## src/sv/apb_pkg.sv

```systemverilog
`timescale 1ns / 1ps
// ----------------------------------------------------------------------------
// apb_pkg
// Shared types and codes for the aging packet buffer and its cell row.
// ----------------------------------------------------------------------------
package apb_pkg;

  // operation codes
  localparam logic [2:0] OP_ENQUEUE   = 3'd0;
  localparam logic [2:0] OP_DROP_LINK = 3'd1;
  localparam logic [2:0] OP_DEQUEUE   = 3'd2;
  localparam logic [2:0] OP_FIND      = 3'd3;
  localparam logic [2:0] OP_TICK      = 3'd4;

  // configuration register indexes
  localparam int unsigned CFG_IDX_W = 2;
  localparam logic [CFG_IDX_W-1:0] CFG_MAX_ENTRIES = 2'd0;
  localparam logic [CFG_IDX_W-1:0] CFG_LIFETIME    = 2'd1;

  localparam logic [6:0]  MAX_ENTRIES_RST = 7'd64;
  localparam logic [31:0] LIFETIME_RST    = 32'd30000;

  typedef struct packed {
    logic [2:0]  operation;
    logic [31:0] packet_id;
    logic [31:0] source_addr;
    logic [31:0] next_hop_addr;
    logic [31:0] dest_addr;
  } req_t;

  typedef struct packed {
    logic        success;
    logic [31:0] out_packet_id;
    logic [31:0] out_source;
    logic [31:0] out_next_hop;
    logic [31:0] out_destination;
    logic        oldest_evicted;
    logic [6:0]  removed_count;
    logic [6:0]  occupancy;
  } rsp_t;

  // one stored descriptor
  typedef struct packed {
    logic [31:0] pid;
    logic [31:0] src;
    logic [31:0] nh;
    logic [31:0] dst;
    logic [31:0] life;
  } entry_t;

  typedef enum logic [2:0] {
    CELL_HOLD,
    CELL_MARK_LINK,
    CELL_MARK_DST,
    CELL_TICK,
    CELL_SHIFT,
    CELL_INSERT
  } cell_mode_t;

  // control broadcast to every cell
  typedef struct packed {
    cell_mode_t mode;
    logic       ins_en;
    logic       evict;
  } cell_ctl_t;

endpackage

```

## src/sv/apb_cell.sv

```systemverilog
`timescale 1ns / 1ps
// ----------------------------------------------------------------------------
// apb_cell
// One slot of the age-ordered row: holds a descriptor and its removal mark,
// compares it with the request and shifts down from its upper neighbour.
// ----------------------------------------------------------------------------
module apb_cell (
  input  logic              clk,
  input  apb_pkg::cell_ctl_t ctl,
  input  logic              live,
  input  logic              load,
  input  apb_pkg::entry_t   new_entry,
  input  apb_pkg::entry_t   up_entry,
  input  logic              up_kill,
  input  logic              chain_in,
  output logic              chain_out,
  output logic              hit,
  output logic              dup,
  output apb_pkg::entry_t   entry,
  output logic              kill
);

  logic m_dst;
  logic m_link;
  logic term;

  // key compares against the request
  always_comb begin
    m_dst  = live && (entry.dst == new_entry.dst);
    m_link = live && (entry.src == new_entry.src) && (entry.nh == new_entry.nh);
    dup    = m_link && (entry.dst == new_entry.dst) && (entry.pid == new_entry.pid);
  end

  // prefix chain: first marked cell and everything above it
  always_comb begin
    case (ctl.mode)
      apb_pkg::CELL_MARK_LINK: term = m_link;
      apb_pkg::CELL_MARK_DST:  term = m_dst;
      apb_pkg::CELL_SHIFT:     term = live && kill;
      default:                 term = 1'b0;
    endcase
    chain_out = chain_in | term;
    hit       = term & ~chain_in;
  end

  // slot update
  always_ff @(posedge clk) begin
    case (ctl.mode)
      apb_pkg::CELL_MARK_LINK: kill <= m_link;
      apb_pkg::CELL_MARK_DST:  kill <= hit;
      apb_pkg::CELL_TICK: begin
        kill <= live && (entry.life == 32'd0);
        if (live && (entry.life != 32'd0)) entry.life <= entry.life - 32'd1;
      end
      apb_pkg::CELL_SHIFT: begin
        if (chain_out) begin
          entry <= up_entry;
          kill  <= up_kill;
        end
      end
      apb_pkg::CELL_INSERT: begin
        if (ctl.ins_en) begin
          if (load) entry <= new_entry;
          else if (ctl.evict) entry <= up_entry;
        end
      end
      default: ;
    endcase
  end

endmodule

```

## config.mk

```make
export PLATFORM = sky130hd
export DESIGN_NAME = apb_cell
export DESIGN_NICKNAME = d
export VERILOG_FILES = /design/src/sv/apb_pkg.sv /design/src/sv/apb_cell.sv
export SDC_FILE = /design/constraint.sdc
export NUM_CORES = 1
export LEC_CHECK = 0
export ABC_AREA = 1
export BUFFER_PORTS_ARGS = -buffer_cell sky130_fd_sc_hd__clkbuf_2
export CORE_AREA = 2 2 191 193
export CTS_BUF_LIST = sky130_fd_sc_hd__clkbuf_8
export CTS_CLUSTER_DIAMETER = 60
export CTS_CLUSTER_SIZE = 25
export DETAILED_ROUTE_END_ITERATION = 12
export DIE_AREA = 0 0 193 195
export PLACE_DENSITY = 0.65
export RECOVER_POWER = 25
export SLEW_MARGIN = 40
export SYNTH_ARGS = -nofsm -noshare
export SYNTH_HDL_FRONTEND = slang
export SYNTH_SLANG_ARGS = --single-unit
```

## constraint.sdc

```tcl
create_clock -name clk -period 8.1 [get_ports clk]
set_clock_uncertainty 0.2 [all_clocks]
set_input_delay 1.215 -clock clk [delete_from_list [all_inputs] [get_ports clk]]
set_output_delay 1.215 -clock clk [all_outputs]
set_load 0.03 [all_outputs]
```

==> qor.txt, run 1 <==
Status - complete, but fails checks
Failing checks - max-capacitance violations, max-slew violations
Initial DRC count - 1039
GRT Overall Usage - 22.4%
Post-synthesis compound-gate area fraction - 8.34%
Critical Path Start Type - input port
CTS H-Tree Depth - 4
Skew-Pair Late Insertion Delay - 500 ps
EDFF count, synth - 161
Synth Net Count - 1767
Vias - 11600
Total power draw - 2210 uW
GRT overflow - 0
Rel. slew slack - -3.25%
Area leader, netlist - edfxtp_1
Gpl congestion - 0.965
M1 WL - 17000 um
Pre-Repair DR Iteration Count - 6
Worst path bufs/invs - 4
Global-route wire length before repair - 63000 um
RSZ-0062 raised after global routing - false
CTS Hold Buffers Added - 0
Clk slew on worst S/H paths - 90 ps
Register bit count reported by yosys - 161
Setup bufs post-CTS - 0
Fin crit share - 75.4%
CTS Buffer Depth - 2
CORE AREA - 35400 um2
DP HPWL - 34700 um
Post-Synthesis Cells - 1436
Sequential fraction of the synthesis area - 44.8%
Pwr dens - 158 nW/um2
Post-synth top area share - 44.8%
Critical-path cell with the highest stage delay - nor2_1
Routed Antenna Nets - 0
Met3 routed WL - 4540 um
Boundary Pins - 494
Final Max Tran Viols - 17
Mux share of post-synthesis cell area - 0.0927%
Ratio of cells with drive above 1 in the final layout - 23.2%
CTS Buf Count - 17
Largest net degree at the start of global routing - 129
Delay-heaviest family, CP - simple AND/OR/NAND/NOR gates
Min Tclk post-route - 6110 ps
Post-CTS sizing - 0
Critical-path cell list - clkbuf_2 > inv_1 > nor2_1 > inv_1 > nor2_8 > nor2_1 > nor3_2 > nand2_2 > a21oi_1 > clkbuf_2
CTS sink cnt - 161
DRC violations left - 0
Initial antenna violation count - 2
DR top layer - met4
Crit end category - output pin
CTS tree - done
Starting Density - 30.5%
Die area - 37600 um2
Ys Warns - 0
Min Hold Slack - 531 ps
Critical path peak fanout - 22
CP peak stage delay - 1140 ps
CTS Root Cell - clkbuf_8
Simple-gate portion of the synthesized area - 32.2%
Crit path DAT - 4690 ps
Drt via density - 4.86
Final number of hold-violating endpoints - 0
Met2 wire len - 20500 um
Die X - 193 um
Commonest register cell after synthesis - edfxtp_1
Post-synthesis average cell area - 7.52 um2
Routed len/inst - 18.2 um
Maximum clock frequency - 0.164 GHz
Worst Hold Class - reg -> reg
TNS Setup - 0 ps
Final WL - 43400 um
Synth top area cells - edfxtp_1, nand2_1, inv_1, xnor2_1, nor2_1
Maxcap violations - 1
Area delta synth->final - 29.3%
Leakage - 0.00690 uW
WS Path Type - in -> out
Layout Nets - 2248
Synth cell types - 46
Post-Syn Area - 10800 um2
Main combinational cell family by area after synthesis - simple AND/OR/NAND/NOR gates
Die height - 195 um
Vias in the first global route - 11200
Worst-margin pin slew - 1540 ps
Post-synth ARST share - 0%
Filler instances - 3793
Adder-cell share of the synthesized area - 0.116%
# rows - 69
XOR/XNOR Fraction of Synth Area - 5.92%
CP required - 6680 ps
Port bufs - 493
VDD IR-drop max - 0.0942 mV
Final setup fails - 0
[cell type report]
type | count | area (um2) | area share, %
clock buffers | 17 | 234 | 1.68
diodes | 2 | 5.00 | 0.0358
clock inverters | 14 | 165 | 1.18
multi-input cells | 1046 | 5020 | 35.9
flip-flops and latches | 161 | 4830 | 34.6
inverters | 193 | 732 | 5.24
repair buffers | 498 | 2400 | 17.2
well taps | 461 | 577 | 4.13
[synthesized netlist by cell type, types with 2 or more instances]
cell type / n
nand2_1: 557
inv_1: 186
edfxtp_1: 161
nor2_1: 105
xnor2_1: 59
o21ai_1: 56
o21ai_0: 45
nand4_1: 43
nand3_1: 38
a21oi_1: 26
nor3_1: 22
buf_2: 15
xor2_1: 14
nor4_1: 13
o221ai_1: 10
or2_2: 10
clkbuf_1: 8
o211ai_1: 8
buf_4: 7
inv_2: 7
nand2_2: 5
nor2_4: 4
nor2_8: 4
buf_1: 3
buf_6: 3
o21bai_1: 3
o22ai_1: 3
a221o_1: 2
a31oi_1: 2
[report_power, final]
part | internal, uW | leakage (uW) | switching, uW | total, uW
Sequential | 981 | 0.00148 | 46.7 | 1030
Clock | 302 | 0.000197 | 355 | 657
Combinational | 176 | 0.00523 | 347 | 523
Total | 1460 | 0.00690 | 748 | 2210
[worst paths after layout]
kind / end / depth (start not counted) / startpoint / slack (ps)
setup / recovery: hit / 10 / ctl[4] / 1990
hold / removal: entry[31]$_DFFE_PP_ / 2 / entry[31]$_DFFE_PP_ / 530
setup reg to reg: entry[105]$_DFFE_PP_ / 11 / entry[104]$_DFFE_PP_ / 4530
hold reg to reg: entry[31]$_DFFE_PP_ / 2 / entry[31]$_DFFE_PP_ / 530
[placed cells by master (no fill, tap or decap), drive strengths merged, types with 2 or more instances in the layout]
| cell type | n |
|---|---|
| o22ai | 4 |
| o21bai | 3 |
| clkbuf | 510 |
| clkinv | 5 |
| o221ai | 10 |
| a31oi | 2 |
| o211ai | 8 |
| buf | 5 |
| xnor2 | 59 |
| or2 | 10 |
| bufinv | 3 |
| inv | 196 |
| clkinvlp | 3 |
| nand2 | 563 |
| nand4 | 45 |
| o21ai | 102 |
| nor4 | 13 |
| xor2 | 14 |
| nor3 | 23 |
| edfxtp | 161 |
| diode | 2 |
| a221o | 2 |
| nor2 | 114 |
| nand3 | 40 |
| a21oi | 26 |
[registers in the layout, summed over array words and instances (netlist names)]
| signal | flops |
|---|---|
| entry | 160 |
| kill | 1 |
[cells by family (layout without fill, tap and decap cells)]
| family | after synthesis | count (layout) |
|---|---|---|
| flip-flops | 161 | 161 |
| buffers and inverters | 229 | 722 |
| other | 0 | 2 |
| multiplexers | 1 | 1 |
| adder cells (fa/ha/maj) | 1 | 1 |
| AO/OA/AOI/OAI | 159 | 159 |
| XOR/XNOR | 73 | 73 |
| AND/OR/NAND/NOR | 812 | 812 |
[metrics by stage]
stage | utilization, % | area (um2) | setup WS [ps] | instances
floorplan | - | 10800 | 77.8 | 1436
finish | 39.4 | 14000 | 1990 | 2392
detailed placement | 38.7 | 13700 | 3330 | 2358
global placement | 38.7 | 13700 | 3330 | 2358
global route | 39.4 | 14000 | 1760 | 2392
CTS | 39.8 | 14100 | 3330 | 2389
[layer usage]
layer / track usage, % / vias to the layer above
met5: 0 / -
met4: 9.37 / 0
met3: 6.34 / 70
met2: 37.3 / 638
met1: 27.0 / 5290
li1: - / 5625
[worst reg2reg max path: cells and delay by family (launching register included)]
family | cells | cell delay, ps
flops | 1 | 420
simple gates | 7 | 1010
xor+xnor | 1 | 660
buf+inv | 2 | 660
compound gates | 1 | 90
No activity file was read; power rests on OpenSTA's default activity.
==> inputs of run 2 (changes only) <==
ABC_AREA = 0   (was 1)
PLACE_DENSITY = 0.58   (was 0.65)
clock period = 5.9 ns   (was 8.1 ns; I/O delays follow)
==> qor.txt, run 2 <==
Status - complete, no violations
DRC violations left - 0
Boundary Pins - 494
Top flop regs - entry: 160 flops, kill: 1 flops
CTS sink cnt - 161
Initial DRC count - 277
VDD IR-drop max - 0.143 mV
Post-CTS sizing - 0
Vias - 8009
Critical Path Start Type - input port
GRT overflow - 0
Pwr dens - 213 nW/um2
Worst-margin pin slew - 1090 ps
Routed Antenna Nets - 0
Reg2Reg Setup Slack - 2750 ps
Final non-filler cell total - 1738
Gpl congestion - 0.907
Internal power - 1870 uW
Synth top area cells - edfxtp_1, mux2_2, xnor2_1, xor2_1, nand2_1
Global-route wire length before repair - 47700 um
WS Path Type - in -> out
Commonest cells in the synthesized netlist - edfxtp_1, mux2_2, xnor2_1
Critical path peak fanout - 3
Leading cell types in the layout, fill and taps excluded - clkbuf_2, edfxtp_1, clkbuf_1, mux2_2, xnor2_1
Sequential cell fraction of total power - 51.0%
CTS tree - done
Clock share of power - 30.4%
Largest net degree at the start of global routing - 69
Switching share of total power - 29.7%
Rel. slew slack - 26.9%
TNS Setup - 0 ps
Synth Net Count - 1105
Fin crit share - 67.9%
Post-synthesis average cell area - 11.9 um2
Dpl cells - 1704
Min Hold Slack - 469 ps
Final WL - 33200 um
# rows - 69
Ys Warns - 0
Sequential fraction of the synthesis area - 52.6%
RSZ-0062 raised after global routing - false
Die height - 195 um
Initial antenna violation count - 5
Post-synth ARST share - 0%
Area delta synth->final - 35.7%
Filler instances - 3714
Maximum clock frequency - 0.250 GHz
Crit end category - output pin
Hold_sp - up_entry[107]
Starting Density - 26.0%
CORE AREA - 35400 um2
Ratio of cells with drive above 1 in the final layout - 42.9%
Worst flop-to-flop path endpoint - entry[7]$_DFFE_PP_
Most common cell after layout, fill and taps aside - clkbuf_2
Drt via density - 4.61
Die X - 193 um
Post-route cell area - 12500 um2
CTS Root Cell - clkbuf_8
Die area - 37600 um2
Synth cell types - 51
Total power draw - 2660 uW
Worst Hold End - entry[107]$_DFFE_PP_
CP required - 4820 ps
Clk slew on worst S/H paths - 90 ps
Crit path DAT - 2920 ps
Leakage - 0.00497 uW
Pre-Repair DR Iteration Count - 4
Register bit count reported by yosys - 161
Largest reg by FF count - entry
Max FFs per register - 160
Commonest register cell after synthesis - edfxtp_1
RR Startpoint - entry[11]$_DFFE_PP_
Post-synth top area share - 52.6%
Final Max Tran Viols - 0
Placed cell area - 12300 um2
Post-Syn Area - 9200 um2
Final setup fails - 0
Sw Pwr - 791 uW
Routed len/inst - 19.1 um
Hold depth - 3
Maxcap violations - 0
GRT Overall Usage - 17.1%
Worst-case reg-to-reg path depth - 7
Post-Synthesis Cells - 774
Layout Nets - 1593
Area leader, netlist - edfxtp_1
Worst Hold Class - in -> reg
Min Tclk post-route - 4010 ps
Cell with the most instances after synthesis - edfxtp_1
CTS Buf Count - 17
CTS H-Tree Depth - 4
CTS Hold Buffers Added - 0
Port bufs - 493
Skew-Pair Late Insertion Delay - 490 ps
Combinational power share - 18.6%
Final number of hold-violating endpoints - 0
CTS Buffer Depth - 2
Setup bufs post-CTS - 0
EDFF count, synth - 161
DP HPWL - 27000 um
Vias in the first global route - 8164
## run 2: cell count changes after synthesis, sizes merged, moves of 16 or more
cell   delta
nand2   -475
inv     -172
mux2    +112
o21ai    -84
nor2     -81
nand3    -33
xor2     +32
xnor2    +30
nand4    -21
a31oi    +18
buf      -16
## run 2: power by group through the flow
stage	clock, uW	combinational, uW	sequential, uW
2_1_floorplan	0	193	1460
4_1_cts	846	507	1360
6_report	810	494	1360
5_1_grt	877	538	1360
3_5_place_dp	0	505	1380
3_3_place_gp	0	499	1380
## run 2: kinds of logic after synthesis
kind of cell             count (synthesis)  share of synthesized area, %
AO/OA/AOI/OAI                           81                          5.48
XOR/XNOR                               135                          12.9
adder cells (fa/ha/maj)                  1                         0.136
buffers and inverters                   54                          2.37
flip-flops                             161                          52.6
multiplexers                           112                          13.7
AND/OR/NAND/NOR                        230                          12.9
## run 2: cell type report
type / instances / area, um2 / share of cell area [%]
tap: 461 / 577 / 4.62
sequential: 161 / 4830 / 38.7
clock inverter: 15 / 134 / 1.07
timing repair buffer: 502 / 2440 / 19.5
inverter: 21 / 78.8 / 0.631
multi-input combinational: 559 / 4180 / 33.5
clock buffer: 17 / 234 / 1.87
antenna: 2 / 5.00 / 0.0401
## run 2: through the flow
| step | utilization, % | worst slack, ps |
|---|---|---|
| 3_5_place_dp | 34.6 | 1860 |
| 2_1_floorplan | - | 1280 |
| 3_3_place_gp | 34.5 | 1840 |
| 4_1_cts | 35.7 | 1840 |
| 6_report | 35.3 | 1890 |
| 5_1_grt | 35.3 | 1770 |
## run 2: how the worst max path moves through the flow
stage	start	end	slack, ps	cells past startpoint
detailed placement	new_entry[74]	hit	1860	8
global placement	new_entry[81]	chain_out	1840	8
finish	new_entry[74]	hit	1890	8
global route	entry[114]$_DFFE_PP_	hit	1770	7
floorplan	new_entry[32]	entry[100]$_DFFE_PP_	1280	6
CTS	entry[81]$_DFFE_PP_	hit	1840	7
## run 2: worst max-delay path, stage by stage
cell and delay, ps:
clkbuf_2 100, nor2b_1 160, a221o_1 260, nor4_1 400, and4_1 320, nand4_1 290
a21oi_1 280, clkbuf_2 230
## run 2: routing by layer
metal	GRT usage [%]	routed length, um	vias to the layer above
li1	-	-	3831
met1	20.0	13300	3793
met2	28.9	16300	335
met3	5.82	2960	44
met4	6.14	639	6
met5	0	36	-
